===== src/rtl/lse_pkg.sv =====
// Shared types and constants for the LSB steganography extractor.
// No dependencies; used by every module in rtl/.
package lse_pkg;

  localparam int HEADER_BYTES_DEF = 4;
  localparam int QUEUE_DEPTH_DEF  = 4;
  localparam int APB_ADDR_W       = 4;

  localparam logic [1:0] REG_LSB_WIDTH_LOG2 = 2'd0;
  localparam logic [1:0] REG_ENCRYPTED      = 2'd1;
  localparam logic [1:0] REG_COVER_SIZE     = 2'd2;

  typedef enum logic [1:0] {
    PH_HEADER    = 2'd0,
    PH_PAYLOAD   = 2'd1,
    PH_EXTENSION = 2'd2,
    PH_DONE      = 2'd3
  } phase_t;

  typedef enum logic [1:0] {
    KIND_LENGTH     = 2'd0,
    KIND_PAYLOAD    = 2'd1,
    KIND_EXTENSION  = 2'd2,
    KIND_TERMINATOR = 2'd3
  } kind_t;

  typedef struct packed {
    logic       restart;
    logic       has_byte;
    logic [7:0] data;
  } entry_t;

  typedef struct packed {
    logic [7:0] hidden_byte;
    kind_t      kind;
    logic       bad_length;
    logic       last;
  } result_t;

endpackage


===== src/rtl/lse_front.sv =====
// Front end: accepts cover bytes and gathers their low bits into hidden bytes.
// Depends on lse_pkg; feeds lse_queue.
module lse_front
  import lse_pkg::*;
(
  input  logic       clk,
  input  logic       rst,
  input  logic       s_valid,
  output logic       s_ready,
  input  logic [7:0] cover_byte,
  input  logic       restart,
  input  logic [1:0] lsb_width_log2,
  input  logic       queue_full,
  output logic       push,
  output entry_t     push_entry
);

  logic [7:0] assembly;
  logic [2:0] sub_count;
  logic [7:0] base_asm;
  logic [2:0] base_sc;
  logic [7:0] shifted;
  logic [2:0] sc_inc;
  logic [3:0] groups;
  logic       complete;
  logic       accept;

  assign s_ready = !queue_full;
  assign accept  = s_valid && s_ready;

  always_comb begin
    base_asm = restart ? 8'd0 : assembly;
    base_sc  = restart ? 3'd0 : sub_count;
    unique case (lsb_width_log2)
      2'd0: shifted = {base_asm[6:0], cover_byte[0]};
      2'd1: shifted = {base_asm[5:0], cover_byte[1:0]};
      2'd2: shifted = {base_asm[3:0], cover_byte[3:0]};
      default: shifted = cover_byte;
    endcase
    sc_inc   = base_sc + 3'd1;
    groups   = 4'd8 >> lsb_width_log2;
    complete = (sc_inc == 3'd0) || ({1'b0, sc_inc} >= groups);
  end

  assign push                = accept && (restart || complete);
  assign push_entry.restart  = restart;
  assign push_entry.has_byte = complete;
  assign push_entry.data     = shifted;

  always_ff @(posedge clk) begin
    if (rst) begin
      assembly  <= 8'd0;
      sub_count <= 3'd0;
    end else if (accept) begin
      if (complete) begin
        assembly  <= 8'd0;
        sub_count <= 3'd0;
      end else begin
        assembly  <= shifted;
        sub_count <= sc_inc;
      end
    end
  end

endmodule


===== src/rtl/lse_queue.sv =====
// Small queue of hidden-byte entries between front and back.
// Depends on lse_pkg.
module lse_queue
  import lse_pkg::*;
#(
  parameter int DEPTH = QUEUE_DEPTH_DEF
) (
  input  logic   clk,
  input  logic   rst,
  input  logic   push,
  input  entry_t push_entry,
  input  logic   pop,
  output logic   full,
  output logic   not_empty,
  output entry_t head
);

  localparam int PTR_W = (DEPTH > 1) ? $clog2(DEPTH) : 1;
  localparam int CNT_W = $clog2(DEPTH + 1);
  localparam logic [PTR_W-1:0] PTR_LAST = PTR_W'(DEPTH - 1);
  localparam logic [CNT_W-1:0] CNT_FULL = CNT_W'(DEPTH);

  entry_t           slots [DEPTH];
  logic [PTR_W-1:0] wr_ptr;
  logic [PTR_W-1:0] rd_ptr;
  logic [CNT_W-1:0] count;

  assign full      = (count == CNT_FULL);
  assign not_empty = (count != '0);
  assign head      = slots[rd_ptr];

  always_ff @(posedge clk) begin
    if (push) begin
      slots[wr_ptr] <= push_entry;
    end
  end

  always_ff @(posedge clk) begin
    if (rst) begin
      wr_ptr <= '0;
      rd_ptr <= '0;
      count  <= '0;
    end else begin
      if (push) begin
        wr_ptr <= (wr_ptr == PTR_LAST) ? '0 : wr_ptr + 1'b1;
      end
      if (pop) begin
        rd_ptr <= (rd_ptr == PTR_LAST) ? '0 : rd_ptr + 1'b1;
      end
      if (push && !pop) begin
        count <= count + 1'b1;
      end else if (pop && !push) begin
        count <= count - 1'b1;
      end
    end
  end

endmodule


===== src/rtl/lse_back.sv =====
// Back end: frames hidden bytes into length, payload and extension results.
// Depends on lse_pkg; drains lse_queue and drives the result register.
module lse_back
  import lse_pkg::*;
#(
  parameter int HEADER_BYTES = HEADER_BYTES_DEF
) (
  input  logic        clk,
  input  logic        rst,
  input  logic        entry_valid,
  input  entry_t      entry,
  output logic        pop,
  input  logic [1:0]  lsb_width_log2,
  input  logic        encrypted,
  input  logic [31:0] cover_size,
  output logic        m_valid,
  input  logic        m_ready,
  output result_t     m_result
);

  localparam int HC_W = (HEADER_BYTES > 1) ? $clog2(HEADER_BYTES) : 1;
  localparam logic [HC_W-1:0] HC_LAST = HC_W'(HEADER_BYTES - 1);

  phase_t      phase, phase_next;
  logic [HC_W-1:0] header_count, header_count_next;
  logic [31:0] message_length, message_length_next;
  logic [31:0] payload_left, payload_left_next;
  result_t     res;
  logic        emit;
  phase_t      ph;
  logic [31:0] ml_shift;
  logic [31:0] pl_dec;
  logic [34:0] need;

  assign pop = entry_valid && (!m_valid || m_ready);

  always_comb begin
    ph                  = entry.restart ? PH_HEADER : phase;
    header_count_next   = entry.restart ? '0 : header_count;
    message_length_next = entry.restart ? 32'd0 : message_length;
    payload_left_next   = entry.restart ? 32'd0 : payload_left;
    phase_next          = ph;
    ml_shift            = {message_length_next[23:0], entry.data};
    pl_dec              = payload_left_next - 32'd1;
    need                = {3'b000, ml_shift} << (2'd3 - lsb_width_log2);
    emit                = 1'b0;
    res.hidden_byte     = entry.data;
    res.kind            = KIND_LENGTH;
    res.bad_length      = 1'b0;
    res.last            = 1'b0;
    if (entry.has_byte) begin
      unique case (ph)
        PH_HEADER: begin
          emit                = 1'b1;
          message_length_next = ml_shift;
          if (header_count_next == HC_LAST) begin
            if (need > {3'b000, cover_size}) begin
              phase_next     = PH_DONE;
              res.bad_length = 1'b1;
              res.last       = 1'b1;
            end else begin
              payload_left_next = ml_shift;
              if (ml_shift == 32'd0) begin
                phase_next = encrypted ? PH_DONE : PH_EXTENSION;
                res.last   = encrypted;
              end else begin
                phase_next = PH_PAYLOAD;
              end
            end
          end else begin
            header_count_next = header_count_next + 1'b1;
          end
        end
        PH_PAYLOAD: begin
          emit              = 1'b1;
          res.kind          = KIND_PAYLOAD;
          payload_left_next = pl_dec;
          if (pl_dec == 32'd0) begin
            phase_next = encrypted ? PH_DONE : PH_EXTENSION;
            res.last   = encrypted;
          end
        end
        PH_EXTENSION: begin
          emit = 1'b1;
          if (entry.data == 8'd0) begin
            phase_next = PH_DONE;
            res.kind   = KIND_TERMINATOR;
            res.last   = 1'b1;
          end else begin
            res.kind = KIND_EXTENSION;
          end
        end
        default: begin
          emit = 1'b0;
        end
      endcase
    end
  end

  always_ff @(posedge clk) begin
    if (rst) begin
      phase          <= PH_HEADER;
      header_count   <= '0;
      message_length <= 32'd0;
      payload_left   <= 32'd0;
    end else if (pop) begin
      phase          <= phase_next;
      header_count   <= header_count_next;
      message_length <= message_length_next;
      payload_left   <= payload_left_next;
    end
  end

  always_ff @(posedge clk) begin
    if (rst) begin
      m_valid <= 1'b0;
    end else if (pop && emit) begin
      m_valid <= 1'b1;
    end else if (m_ready) begin
      m_valid <= 1'b0;
    end
  end

  always_ff @(posedge clk) begin
    if (pop && emit) begin
      m_result <= res;
    end
  end

endmodule


===== src/rtl/lsb_stego_extractor_core.sv =====
// Top level of the LSB steganography extractor: APB registers, front, queue, back.
// Depends on lse_pkg, lse_front, lse_queue, lse_back.
//
// Channel  Dir  Handshake               Payload
// s_axis   in   tvalid/tready           tdata[7:0] cover_byte, tuser[0] restart
// m_axis   out  tvalid/tready           tdata[7:0] hidden_byte, tuser kind/bad_length, tlast
// apb      in   psel/penable/pready     registers at 0x0, 0x4, 0x8
//
// One cover byte per cycle unless the queue is full; results are queued, then registered.
// The front stalls only when the queue is full; the back stalls on m_axis_tready.
// Reset is synchronous; it clears framing state, the queue and the registers.
module lsb_stego_extractor_core
  import lse_pkg::*;
#(
  parameter int HEADER_BYTES = HEADER_BYTES_DEF,
  parameter int QUEUE_DEPTH  = QUEUE_DEPTH_DEF
) (
  input  logic                  clk,
  input  logic                  rst,
  input  logic                  s_axis_tvalid,
  output logic                  s_axis_tready,
  input  logic [7:0]            s_axis_tdata,   // [7:0] cover_byte
  input  logic                  s_axis_tuser,   // [0] restart
  output logic                  m_axis_tvalid,
  input  logic                  m_axis_tready,
  output logic [7:0]            m_axis_tdata,   // [7:0] hidden_byte
  output logic [2:0]            m_axis_tuser,   // [1:0] kind, [2] bad_length
  output logic                  m_axis_tlast,
  input  logic                  psel,
  input  logic                  penable,
  input  logic                  pwrite,
  input  logic [APB_ADDR_W-1:0] paddr,
  input  logic [31:0]           pwdata,
  output logic [31:0]           prdata,
  output logic                  pready
);

  logic [1:0]  lsb_width_log2;
  logic        encrypted;
  logic [31:0] cover_size;
  logic        cfg_write;
  logic        push;
  entry_t      push_entry;
  logic        pop;
  logic        queue_full;
  logic        queue_valid;
  entry_t      head;
  result_t     result;

  assign pready    = 1'b1;
  assign cfg_write = psel && penable && pwrite && pready;

  always_ff @(posedge clk) begin
    if (rst) begin
      lsb_width_log2 <= 2'd0;
      encrypted      <= 1'b0;
      cover_size     <= 32'hFFFF_FFFF;
    end else if (cfg_write) begin
      unique case (paddr[3:2])
        REG_LSB_WIDTH_LOG2: lsb_width_log2 <= pwdata[1:0];
        REG_ENCRYPTED:      encrypted      <= pwdata[0];
        REG_COVER_SIZE:     cover_size     <= pwdata;
        default: ;
      endcase
    end
  end

  always_comb begin
    unique case (paddr[3:2])
      REG_LSB_WIDTH_LOG2: prdata = {30'd0, lsb_width_log2};
      REG_ENCRYPTED:      prdata = {31'd0, encrypted};
      REG_COVER_SIZE:     prdata = cover_size;
      default:            prdata = 32'd0;
    endcase
  end

  lse_front u_front (
    .clk            (clk),
    .rst            (rst),
    .s_valid        (s_axis_tvalid),
    .s_ready        (s_axis_tready),
    .cover_byte     (s_axis_tdata),
    .restart        (s_axis_tuser),
    .lsb_width_log2 (lsb_width_log2),
    .queue_full     (queue_full),
    .push           (push),
    .push_entry     (push_entry)
  );

  lse_queue #(
    .DEPTH (QUEUE_DEPTH)
  ) u_queue (
    .clk        (clk),
    .rst        (rst),
    .push       (push),
    .push_entry (push_entry),
    .pop        (pop),
    .full       (queue_full),
    .not_empty  (queue_valid),
    .head       (head)
  );

  lse_back #(
    .HEADER_BYTES (HEADER_BYTES)
  ) u_back (
    .clk            (clk),
    .rst            (rst),
    .entry_valid    (queue_valid),
    .entry          (head),
    .pop            (pop),
    .lsb_width_log2 (lsb_width_log2),
    .encrypted      (encrypted),
    .cover_size     (cover_size),
    .m_valid        (m_axis_tvalid),
    .m_ready        (m_axis_tready),
    .m_result       (result)
  );

  assign m_axis_tdata = result.hidden_byte;
  assign m_axis_tuser = {result.bad_length, result.kind};
  assign m_axis_tlast = result.last;

endmodule

===== config.mk =====
export PLATFORM = sky130hd
export DESIGN_NAME = lsb_stego_extractor_core
export DESIGN_NICKNAME = d
export VERILOG_FILES = /design/src/rtl/lse_pkg.sv /design/src/rtl/lse_front.sv /design/src/rtl/lse_queue.sv /design/src/rtl/lse_back.sv /design/src/rtl/lsb_stego_extractor_core.sv
export SDC_FILE = /design/constraint.sdc
export NUM_CORES = 1
export LEC_CHECK = 0
export ABC_AREA = 1
export BUFFER_PORTS_ARGS = -buffer_cell sky130_fd_sc_hd__clkbuf_2
export CAP_MARGIN = 15
export CORE_ASPECT_RATIO = 0.5
export CORE_MARGIN = 3
export CORE_UTILIZATION = 55
export CTS_BUF_LIST = sky130_fd_sc_hd__clkbuf_8
export DETAILED_ROUTE_END_ITERATION = 10
export PLACE_DENSITY_LB_ADDON = 0.05
export SETUP_SLACK_MARGIN = 0.2
export SLEW_MARGIN = 20
export SYNTH_ARGS = -nofsm -noshare
export SYNTH_HDL_FRONTEND = slang
export SYNTH_SLANG_ARGS = --single-unit

===== constraint.sdc =====
create_clock -name clk -period 4.7 [get_ports clk]
set_input_delay 0.47 -clock clk [delete_from_list [all_inputs] [get_ports clk]]
set_output_delay 0.47 -clock clk [all_outputs]
set_load 0.03 [all_outputs]

==> results of run 1 <==
[cell usage after synthesis (4+ instances only)]
master    number
buf_2         11
dfxtp_1      115
or2_2         13
clkbuf_1      70
buf_1          8
a211oi_1       4
o211ai_1      47
inv_1        211
o22ai_1        4
o221ai_1       6
o21ai_2       13
nor2_2         5
ha_1          49
nand3_1       91
nand4_1       33
o21ai_1       19
edfxtp_1      52
o21ai_0      126
xnor2_1        8
nand2_2        6
a221oi_1       4
a21oi_1      137
nor2_1       141
nand2_1      525
xor2_1        13
inv_2          6
buf_4          4
nor3_1         7
[final timing paths]
| kind | from | end |
|---|---|---|
| max | register | u_back.payload_left[10] |
| min | pwdata[14] | cover_size[14] |
| max reg2reg | register | u_back.payload_left[10] |
| min reg2reg | u_back.payload_left[31] | u_back.payload_left[31] |
[worst reg2reg max path: cells and delay by family (launching register included)]
| kind | cells | cell delay, ns |
|---|---|---|
| buffers and inverters | 3 | 0.61 |
| AO/OA/AOI/OAI | 2 | 0.49 |
| adder cells (fa/ha/maj) | 1 | 0.23 |
| flip-flops | 1 | 0.32 |
| AND/OR/NAND/NOR | 25 | 2.37 |
[flip-flops by register name, indices dropped and copies added, names as in the netlist, named ones only]
register               cells
u_front.assembly           7
u_queue.rd_ptr             2
u_queue.slots             40
u_back.message_length     24
u_back.phase               2
u_back.m_result           12
u_front.sub_count          3
cover_size                32
u_queue.wr_ptr             2
u_back.header_count        2
lsb_width_log2             2
u_back.m_valid             1
u_back.payload_left       32
encrypted                  1
u_queue.count              3
[cells by family (layout without fill, tap and decap cells)]
| logic type | after synthesis | count (layout) | share of synthesized area [%] |
|---|---|---|---|
| muxes | 1 | 1 | 0.08656 |
| buffers and inverters | 318 | 390 | 10.96 |
| DFF | 167 | 167 | 33.41 |
| other | 1 | 1 | 0.03243 |
| adders and majority gates | 50 | 50 | 5.474 |
| and+or+nand+nor | 833 | 833 | 29.88 |
| xor gates and xnor gates | 21 | 21 | 1.590 |
| AOI/OAI and AO/OA | 375 | 375 | 18.57 |
[layout make-up]
| class | instances | area, um2 |
|---|---|---|
| fillers | 1909 | 7327 |
| well taps | 266 | 332.8 |
| flip-flops and latches | 167 | 3864 |
| clock buffers | 17 | 234.0 |
| repair buffers | 138 | 827.0 |
| inverters | 220 | 828.3 |
| multi-input cells | 1281 | 6465 |
| clock inverters | 15 | 166.4 |
[power groups by stage]
stage          clock network (W)  registers (W)  logic (W)
5_1_grt                  0.00117        0.00217    0.00637
6_report                 0.00110        0.00214    0.00572
3_5_place_dp                   0        0.00216    0.00552
2_1_floorplan                  0        0.00219    0.00416
4_1_cts                  0.00111        0.00213    0.00555
3_3_place_gp                   0        0.00214    0.00541
[repair_timing]
| item | CTS | global route |
|---|---|---|
| pin swaps | 0 | 2 |
| endpoints found under the setup margin | 3 | 36 |
| buffers inserted | 0 | 11 |
| cloned | 0 | 0 |
| resized for setup | 1 | 9 |
[per-stage QoR]
stage,cell area [um2],util (%)
after global placement,12190,60.82
after floorplan,11560,-
after CTS,12600,62.85
after global routing,12720,63.45
after detailed placement,12190,60.82
final,12720,63.45
[cell usage in the layout, fill, tap and decap left out, types with 3 or more instances in the layout]
master    instances
o221ai_1          6
inv_8             3
xor2_1           13
xnor2_1           8
inv_6             4
a221oi_1          4
or2_2            13
a211oi_1          4
o21ai_1          21
a21oi_1         137
nor3_1            7
nand2_1         524
nand4_1          33
clkbuf_8         17
buf_4            40
o21ai_0         124
o21ai_2          13
inv_2             7
nand3_1          91
dfxtp_1         115
o22ai_1           4
o22a_1            3
edfxtp_1         52
nand2_2           7
clkinv_1          4
nor2_1          137
nor2_2            8
inv_1           210
nor2_4            4
ha_1             49
o211ai_1         47
clkbuf_2         95
[layer usage]
| layer | GRT usage [%] | wire length (um) | share of wire [%] |
|---|---|---|---|
| met5 | 0 | 0 | 0 |
| met3 | 8.464 | 3340 | 9.4 |
| met1 | 43.51 | 16660 | 47 |
| met4 | 8.687 | 660 | 1.9 |
| met2 | 46.45 | 14760 | 42 |
==> flow_metrics.py, run 1 <==
metrics = {
    "status": {
        "status": "finished, final reports clean",
    },
    "layout": {
        "stdcell_count": 2104,
        "num_antenna_cells": 0,
        "nets": 1927,
        "drive_above_1_share_pct": 12.46,
        "area_delta_synth_final_pct": 9.964,
    },
    "timing": {
        "fin_worst_skew_ns": 0.01140,
        "finalSetupTns_ns": 0,
        "slew_headroom_pct": 25.74,
        "clock.fmax_mhz": 240.9,
        "hold_slack_ns": 0.1780,
        "grt_setup_unrepaired": "no",
        "tightest_slew_ns": 1.114,
        "finalCriticalPeriod_ns": 4.151,
        "hold_viol": 0,
        "report.final.slew_viol_count": 0,
        "period_share_pct": 88.31,
        "setup_slack_ns": 0.5492,
        "setup_viol": 0,
    },
    "clock_tree": {
        "cts-root-buf": "clkbuf_8",
        "cts_buffers": 17,
        "cts_buffer_depth": 2,
        "clk_latency_ns": 0.50,
        "cts_num_sinks": 167,
        "ctsHoldBuffers": 0,
        "cts.clk_slew.worst_paths_ns": 0.10,
        "cts_tree": "built",
        "h-tree-depth": 4,
    },
    "worst_setup_path": {
        "cp_top_family": "simple AND/OR/NAND/NOR gates",
        "required_ns": 5.05,
        "cpMostUsedCell": "nand2_1",
        "critical_path_class": "register to register",
        "arrival_ns": 4.50,
        "startpoint_type": "register",
        "critPathMaxFanout": 22,
        "cpPeakStageDelay_ns": 0.43,
        "crit_buf_inv": 3,
        "path_depth": 31,
        "ff2ff_setup_slack_ns": 0.55,
        "crit_path_top_delay_cell": "o21ai_0",
        "cp-end-kind": "register",
        "reg2reg_depth": 31,
    },
    "pwr": {
        "seqPwrFrac_pct": 23.9,
        "internal-power_w": 0.004105,
        "p_total_w": 0.008955,
        "p_clk_share_pct": 12.2,
        "switchingPower_w": 0.004850,
        "p_per_area_mw_per_mm2": 704.2,
        "switching_share_pct": 54.16,
        "p_leak_nw": 6.222,
        "p_comb_share_pct": 63.9,
        "ir_drop_mv": 0.3297,
    },
    "global_route": {
        "first_global_vias": 10630,
        "overflow": 0,
        "grt_max_degree": 83,
        "grt_use_total_pct": 30.83,
        "grt_pass1_wl_um": 55290,
        "grt_antenna_before_repair": 0,
    },
    "logic_synthesis": {
        "synth_ff_type": "dfxtp_1",
        "synth_top_area_share_pct": 19.91,
        "syn_inst": 1766,
        "synth-edff-count": 52,
        "yosysUniqueCellTypes": 50,
        "async_reset_ff_share_pct": 0,
        "synth.largest_area_cell": "dfxtp_1",
        "synth_area_per_cell_um2": 6.549,
        "synth_area_mm2": 0.01156,
        "yosysWarnings": 0,
        "yosysSeqAreaShare_pct": 33.41,
        "synthTopCellsByArea": "dfxtp_1, nand2_1, edfxtp_1",
        "syn_nets": 1868,
        "ys_ff_latch": 167,
    },
    "drt": {
        "wl_per_cell_um": 16.84,
        "routed_wl_um": 35430,
        "drtAntennaViolNets": 0,
        "dr.pass1.iters": 5,
        "via_per_inst": 5.616,
        "vias": 11820,
        "drtIter0Drc": 1337,
        "drc": 0,
    },
    "job": {
        "max-cap-violations": 0,
    },
    "floorplanning": {
        "die_w_um": 211.1,
        "ios": 99,
        "std_cell_rows": 36,
        "initial_core_util_pct": 57.70,
        "core_mm2": 0.02004,
        "die-area_mm2": 0.02291,
        "die_h_um": 108.5,
    },
    "worst_hold_path": {
        "hold_class": "input port to register",
        "whs_path_depth": 3,
    },
    "placed_design": {
        "dp_hpwl_um": 25550,
        "port-buffer-count": 95,
        "dp.cells": 2060,
        "place_congestion": 0.9489,
        "dp_slack_ns": 0.2019,
    },
}
Note: power is estimated with default switching activity, not from simulation.
==> run 2: changes to the inputs <==
--- a/config.mk
+++ b/config.mk
@@ -8,12 +8,12 @@
 export ABC_AREA = 1
 export BUFFER_PORTS_ARGS = -buffer_cell sky130_fd_sc_hd__clkbuf_2
 export CAP_MARGIN = 15
-export CORE_ASPECT_RATIO = 0.5
+export CORE_ASPECT_RATIO = 0.8
 export CORE_MARGIN = 3
 export CORE_UTILIZATION = 55
 export CTS_BUF_LIST = sky130_fd_sc_hd__clkbuf_8
 export DETAILED_ROUTE_END_ITERATION = 10
-export PLACE_DENSITY_LB_ADDON = 0.05
+export PLACE_DENSITY = 0.77
 export SETUP_SLACK_MARGIN = 0.2
 export SLEW_MARGIN = 20
 export SYNTH_ARGS = -nofsm -noshare
==> run 2 against run 1 <==
Against the previous run: wire length fell by 9.0%; clock-buffer cell count unchanged; cell count fell by 0.86%; maximum frequency grew 1.6%; non-clock buffer count decreased by 16; critical endpoint is now u_back.payload_left[4].
==> flow_metrics.py, run 2 (synthesis results as in run 1) <==
metrics = {
    "global_route": {
        "first_global_vias": 10370,
        "grt_pass1_wl_um": 52270,
        "overflow": 0,
        "grt_antenna_before_repair": 0,
        "grt_use_total_pct": 27.94,
        "grt_max_degree": 60,
    },
    "clock_tree": {
        "ctsHoldBuffers": 0,
        "cts_buffers": 17,
        "h-tree-depth": 4,
        "cts_buffer_depth": 2,
        "cts-root-buf": "clkbuf_8",
        "cts_resized": 0,
        "cts_setup_buffers": 0,
        "cts_tree": "built",
        "cts.clk_slew.worst_paths_ns": 0.11,
        "clk_latency_ns": 0.48,
        "cts_num_sinks": 167,
    },
    "layout": {
        "layout_common_cells": "nand2_1, inv_1, nor2_1",
        "layout_commonest_cell": "nand2_1",
        "largest_reg_flops": 40,
        "finalInstanceArea_mm2": 0.01261,
        "nets": 1911,
        "fill_cells": 1932,
        "drive_above_1_share_pct": 11.75,
        "stdcell_count": 2086,
        "num_antenna_cells": 0,
        "area_delta_synth_final_pct": 9.044,
        "regMostFlops": "u_queue.slots",
        "largestRegisters": "u_queue.slots (40), cover_size (32), u_back.payload_left (32)",
    },
    "drt": {
        "met3RoutedLength_um": 2509,
        "dr.max_layer_used": "met4",
        "wl_per_cell_um": 15.46,
        "dr.pass1.iters": 5,
        "met1Wirelength_um": 15090,
        "drtAntennaViolNets": 0,
        "via_per_inst": 5.588,
        "vias": 11660,
        "routed_wl_um": 32260,
        "drc": 0,
        "drtIter0Drc": 1295,
        "dr_wl_met2_um": 14230,
    },
    "pwr": {
        "p_total_w": 0.008834,
        "ir_drop_mv": 0.6379,
        "p_per_area_mw_per_mm2": 700.5,
        "p_leak_nw": 6.152,
    },
    "job": {
        "max-cap-violations": 0,
    },
    "floorplanning": {
        "die_h_um": 135.7,
        "die_w_um": 168.1,
        "core_mm2": 0.02020,
        "die-area_mm2": 0.02281,
        "std_cell_rows": 46,
        "ios": 99,
        "initial_core_util_pct": 57.25,
    },
    "timing": {
        "hold_viol": 0,
        "report.final.slew_viol_count": 0,
        "slew_headroom_pct": 24.22,
        "setup_viol": 0,
        "finalCriticalPeriod_ns": 4.085,
        "grt_setup_unrepaired": "no",
        "period_share_pct": 86.90,
        "tightest_slew_ns": 1.135,
        "hold_slack_ns": 0.2017,
        "fin_worst_skew_ns": 0.01907,
        "finalSetupTns_ns": 0,
        "clock.fmax_mhz": 244.8,
    },
    "worst_setup_path": {
        "crit_buf_inv": 5,
        "arrival_ns": 4.50,
        "critPathMaxFanout": 40,
        "cpPeakStageDelay_ns": 0.43,
        "crit_path_top_delay_cell": "dfxtp_1",
        "cp-end-kind": "register",
        "required_ns": 5.11,
        "cpMostUsedCell": "nand2_1",
        "r2r-end": "u_back.payload_left[4]",
        "path_depth": 31,
        "startpoint_type": "register",
        "critical_path_class": "register to register",
        "cp_top_family": "simple AND/OR/NAND/NOR gates",
        "reg2reg_depth": 31,
        "cp-endpoint": "u_back.payload_left[4]",
        "ff2ff_setup_slack_ns": 0.62,
    },
    "placed_design": {
        "dp.cells": 2054,
        "place_congestion": 0.9189,
        "port-buffer-count": 95,
        "dp_hpwl_um": 23160,
        "placed_area_mm2": 0.01217,
    },
    "worst_hold_path": {
        "hold_class": "input port to register",
    },
    "status": {
        "status": "finished, final reports clean",
    },
}
run 2: cell types whose count changed in the layout (fill, tap and decap cells not counted), moves of 2 or more:
cell       previous run  this run
o21ai_0             124       126
clkinv_8              0         7
nor2_2                8         6
bufinv_16             2         0
o21ai_1              21        19
buf_4                40        26
run 2: how the worst min path moves through the flow:
stage                       startpoint                       to  slack (ns)  depth (start not counted)
3_5_place_dp   u_back.payload_left[31]  u_back.payload_left[31]        0.46                          2
6_report                    pwdata[22]           cover_size[22]        0.20                          3
5_1_grt                     pwdata[17]           cover_size[17]        0.19                          3
2_1_floorplan     u_front.sub_count[1]     u_front.sub_count[1]        0.44                          2
3_3_place_gp      u_front.sub_count[1]     u_front.sub_count[1]        0.45                          2
4_1_cts                     pwdata[22]           cover_size[22]        0.19                          3
run 2: area by class of cell:
class	instances	area, um2	share of cell area, %
Clock buffer	17	234.0	1.855
Clock inverter	15	196.4	1.558
Inverter	220	825.8	6.548
Multi-Input combinational cell	1281	6466	51.28
Sequential cell	167	3867	30.67
Tap cell	264	330.3	2.619
Timing Repair Buffer	122	690.7	5.477
run 2: worst register-to-register path: cells and delay by family (launching register included):
family | cells | cell delay, ns
and+or+nand+nor | 22 | 1.92
buffers and inverters | 5 | 0.92
AOI/OAI and AO/OA | 3 | 0.44
DFF | 1 | 0.43
adders and majority gates | 1 | 0.32
run 2: through the flow:
stage	util (%)	worst slack, ns
final	62.42	0.6155
after global routing	62.42	0.2136
after CTS	62.36	0.3927
after detailed placement	60.23	0.4099
after global placement	60.23	0.4573
after floorplan	-	1.212
run 2: routing by layer:
layer	track usage, %	vias up
met2	43.86	426
met4	6.542	0
met5	0	-
li1	-	5860
met3	4.959	32
met1	40.33	5339
run 2: power by group:
part / total, W / leakage (nW) / internal [W] / switching (W)
logic: 0.00559 / 4.51 / 0.00172 / 0.00387
clock network: 0.00110 / 0.212 / 0.000417 / 0.000680
registers: 0.00215 / 1.43 / 0.00187 / 0.000274
total: 0.00883 / 6.15 / 0.00401 / 0.00482
==> run 3: changes to the inputs <==
--- a/config.mk
+++ b/config.mk
@@ -13,9 +13,9 @@
 export CORE_UTILIZATION = 55
 export CTS_BUF_LIST = sky130_fd_sc_hd__clkbuf_8
 export DETAILED_ROUTE_END_ITERATION = 10
+export GPL_ROUTABILITY_DRIVEN = 0
 export PLACE_DENSITY = 0.77
 export SETUP_SLACK_MARGIN = 0.2
-export SLEW_MARGIN = 20
 export SYNTH_ARGS = -nofsm -noshare
 export SYNTH_HDL_FRONTEND = slang
 export SYNTH_SLANG_ARGS = --single-unit
==> constraint.sdc (replaced) <==
create_clock -name clk -period 4.2 [get_ports clk]
set_input_delay 0.42 -clock clk [delete_from_list [all_inputs] [get_ports clk]]
set_output_delay 0.42 -clock clk [all_outputs]
set_load 0.03 [all_outputs]
==> run 3 against run 2 <==
Against the previous run: cell area is 1.4% higher; global-route usage is 0.56 points higher; sequential power is 12% higher; die area stayed put; first-iteration DRC count is 2.6% lower; sequential share of layout area is 0.46 points lower.
==> flow_metrics.py, run 3 (synthesis results as in run 1) <==
metrics = {
    "layout": {
        "regMostFlops": "u_queue.slots",
        "drive_above_1_share_pct": 12.81,
        "layout_common_cells": "nand2_1, inv_1, a21oi_1",
        "stdcell_count": 2098,
        "num_antenna_cells": 0,
        "layout_commonest_cell": "nand2_1",
        "nets": 1923,
        "fill_cells": 1834,
        "area_delta_synth_final_pct": 10.62,
        "largest_reg_flops": 40,
        "largestRegisters": "u_queue.slots (40), cover_size (32), u_back.payload_left (32)",
        "utilization_pct": 63.33,
    },
    "clock_tree": {
        "cts_buffers": 17,
        "cts_num_sinks": 167,
        "cts_buffer_depth": 2,
        "ctsHoldBuffers": 0,
        "cts_tree": "built",
        "cts_setup_buffers": 0,
        "clk_latency_ns": 0.48,
        "cts.clk_slew.worst_paths_ns": 0.12,
        "cts_resized": 0,
        "cts-root-buf": "clkbuf_8",
        "h-tree-depth": 4,
    },
    "global_route": {
        "grt_max_degree": 44,
        "grt_pass1_wl_um": 53560,
        "grt_use_total_pct": 28.50,
        "first_global_vias": 10850,
        "grt_antenna_before_repair": 0,
        "overflow": 0,
    },
    "timing": {
        "tightest_slew_ns": 1.113,
        "hold_slack_ns": 0.1486,
        "finalSetupTns_ns": 0,
        "slew_headroom_pct": 25.70,
        "fin_worst_skew_ns": 0.01886,
        "clock.fmax_mhz": 261.7,
        "setup_viol": 0,
        "report.final.slew_viol_count": 0,
        "hold_viol": 0,
        "setup_slack_ns": 0.3783,
        "grt_setup_unrepaired": "no",
        "finalCriticalPeriod_ns": 3.822,
        "period_share_pct": 90.99,
    },
    "drt": {
        "vias": 11950,
        "drtAntennaViolNets": 0,
        "drc": 0,
        "routed_wl_um": 33220,
        "drtIter0Drc": 1261,
        "dr.pass1.iters": 6,
        "wl_per_cell_um": 15.83,
        "via_per_inst": 5.694,
    },
    "floorplanning": {
        "core_mm2": 0.02020,
        "die_h_um": 135.7,
        "die-area_mm2": 0.02281,
        "ios": 99,
        "die_w_um": 168.1,
        "std_cell_rows": 46,
        "initial_core_util_pct": 57.25,
    },
    "worst_setup_path": {
        "cp-end-kind": "register",
        "crit_path_top_delay_cell": "dfxtp_2",
        "cpPeakStageDelay_ns": 0.35,
        "arrival_ns": 4.15,
        "critPathMaxFanout": 23,
        "critical_path_class": "register to register",
        "required_ns": 4.53,
        "cpMostUsedCell": "nand2_1",
        "startpoint_type": "register",
    },
    "placed_design": {
        "dp.cells": 2064,
        "dp_hpwl_um": 23070,
        "dp_slack_ns": 0.2397,
        "port-buffer-count": 95,
    },
    "status": {
        "status": "finished, final reports clean",
    },
    "pwr": {
        "ir_drop_mv": 0.6747,
        "p_leak_nw": 6.242,
        "p_per_area_mw_per_mm2": 789.3,
    },
    "worst_hold_path": {
        "hold_class": "input port to register",
    },
    "job": {
        "max-cap-violations": 0,
    },
}
==> run 3: cell types whose count changed in the layout (fill, tap and decap cells not counted), sizes merged <==
cell | before | now
buf | 27 | 37
clkbuf | 112 | 113
clkinv | 11 | 12
inv | 224 | 223
nand2 | 532 | 533
==> run 3: critical path, delay by kind of cell (launching register included) <==
family,cells,cell delay [ns]
AND/OR/NAND/NOR,16,1.85
adder cells (fa/ha/maj),1,0.34
buffers and inverters,6,0.87
AO/OA/AOI/OAI,3,0.27
flip-flops,1,0.35
==> run 3: final timing paths <==
path,start,end,slack (ns),depth (start not counted)
max,register,u_back.payload_left[27],0.38,26
min,pwdata[2],cover_size[2],0.15,3
min reg2reg,u_front.sub_count[2],u_front.sub_count[2],0.47,2
max reg2reg,register,u_back.payload_left[27],0.38,26
==> run 3: per-stage QoR <==
stage	total power, W	cell area (um2)
after floorplan	0.007112	11560
after global placement	0.008405	12240
after detailed placement	0.008553	12240
after CTS	0.009846	12690
after global routing	0.01097	12790
final	0.01010	12790
==> run 3: final cells by class <==
| class | instances | area, um2 | share of cell area [%] |
|---|---|---|---|
| Multi-Input combinational cell | 1282 | 6505 | 50.85 |
| Sequential cell | 167 | 3865 | 30.21 |
| Inverter | 220 | 833.3 | 6.513 |
| Timing Repair Buffer | 133 | 814.5 | 6.367 |
| Tap cell | 264 | 330.3 | 2.582 |
| Clock buffer | 17 | 234.0 | 1.829 |
| Clock inverter | 15 | 211.5 | 1.653 |
==> run 3: routing by layer <==
layer	GRT usage [%]	part of all wire, %
met3	6.447	9.9
met2	45.12	44
met1	38.94	44
met4	9.178	2.2
met5	0	0
==> run 3: report_power, final <==
part	internal, W	switching [W]
clock	0.000475	0.000776
combinational	0.00199	0.00445
sequential	0.00209	0.000314
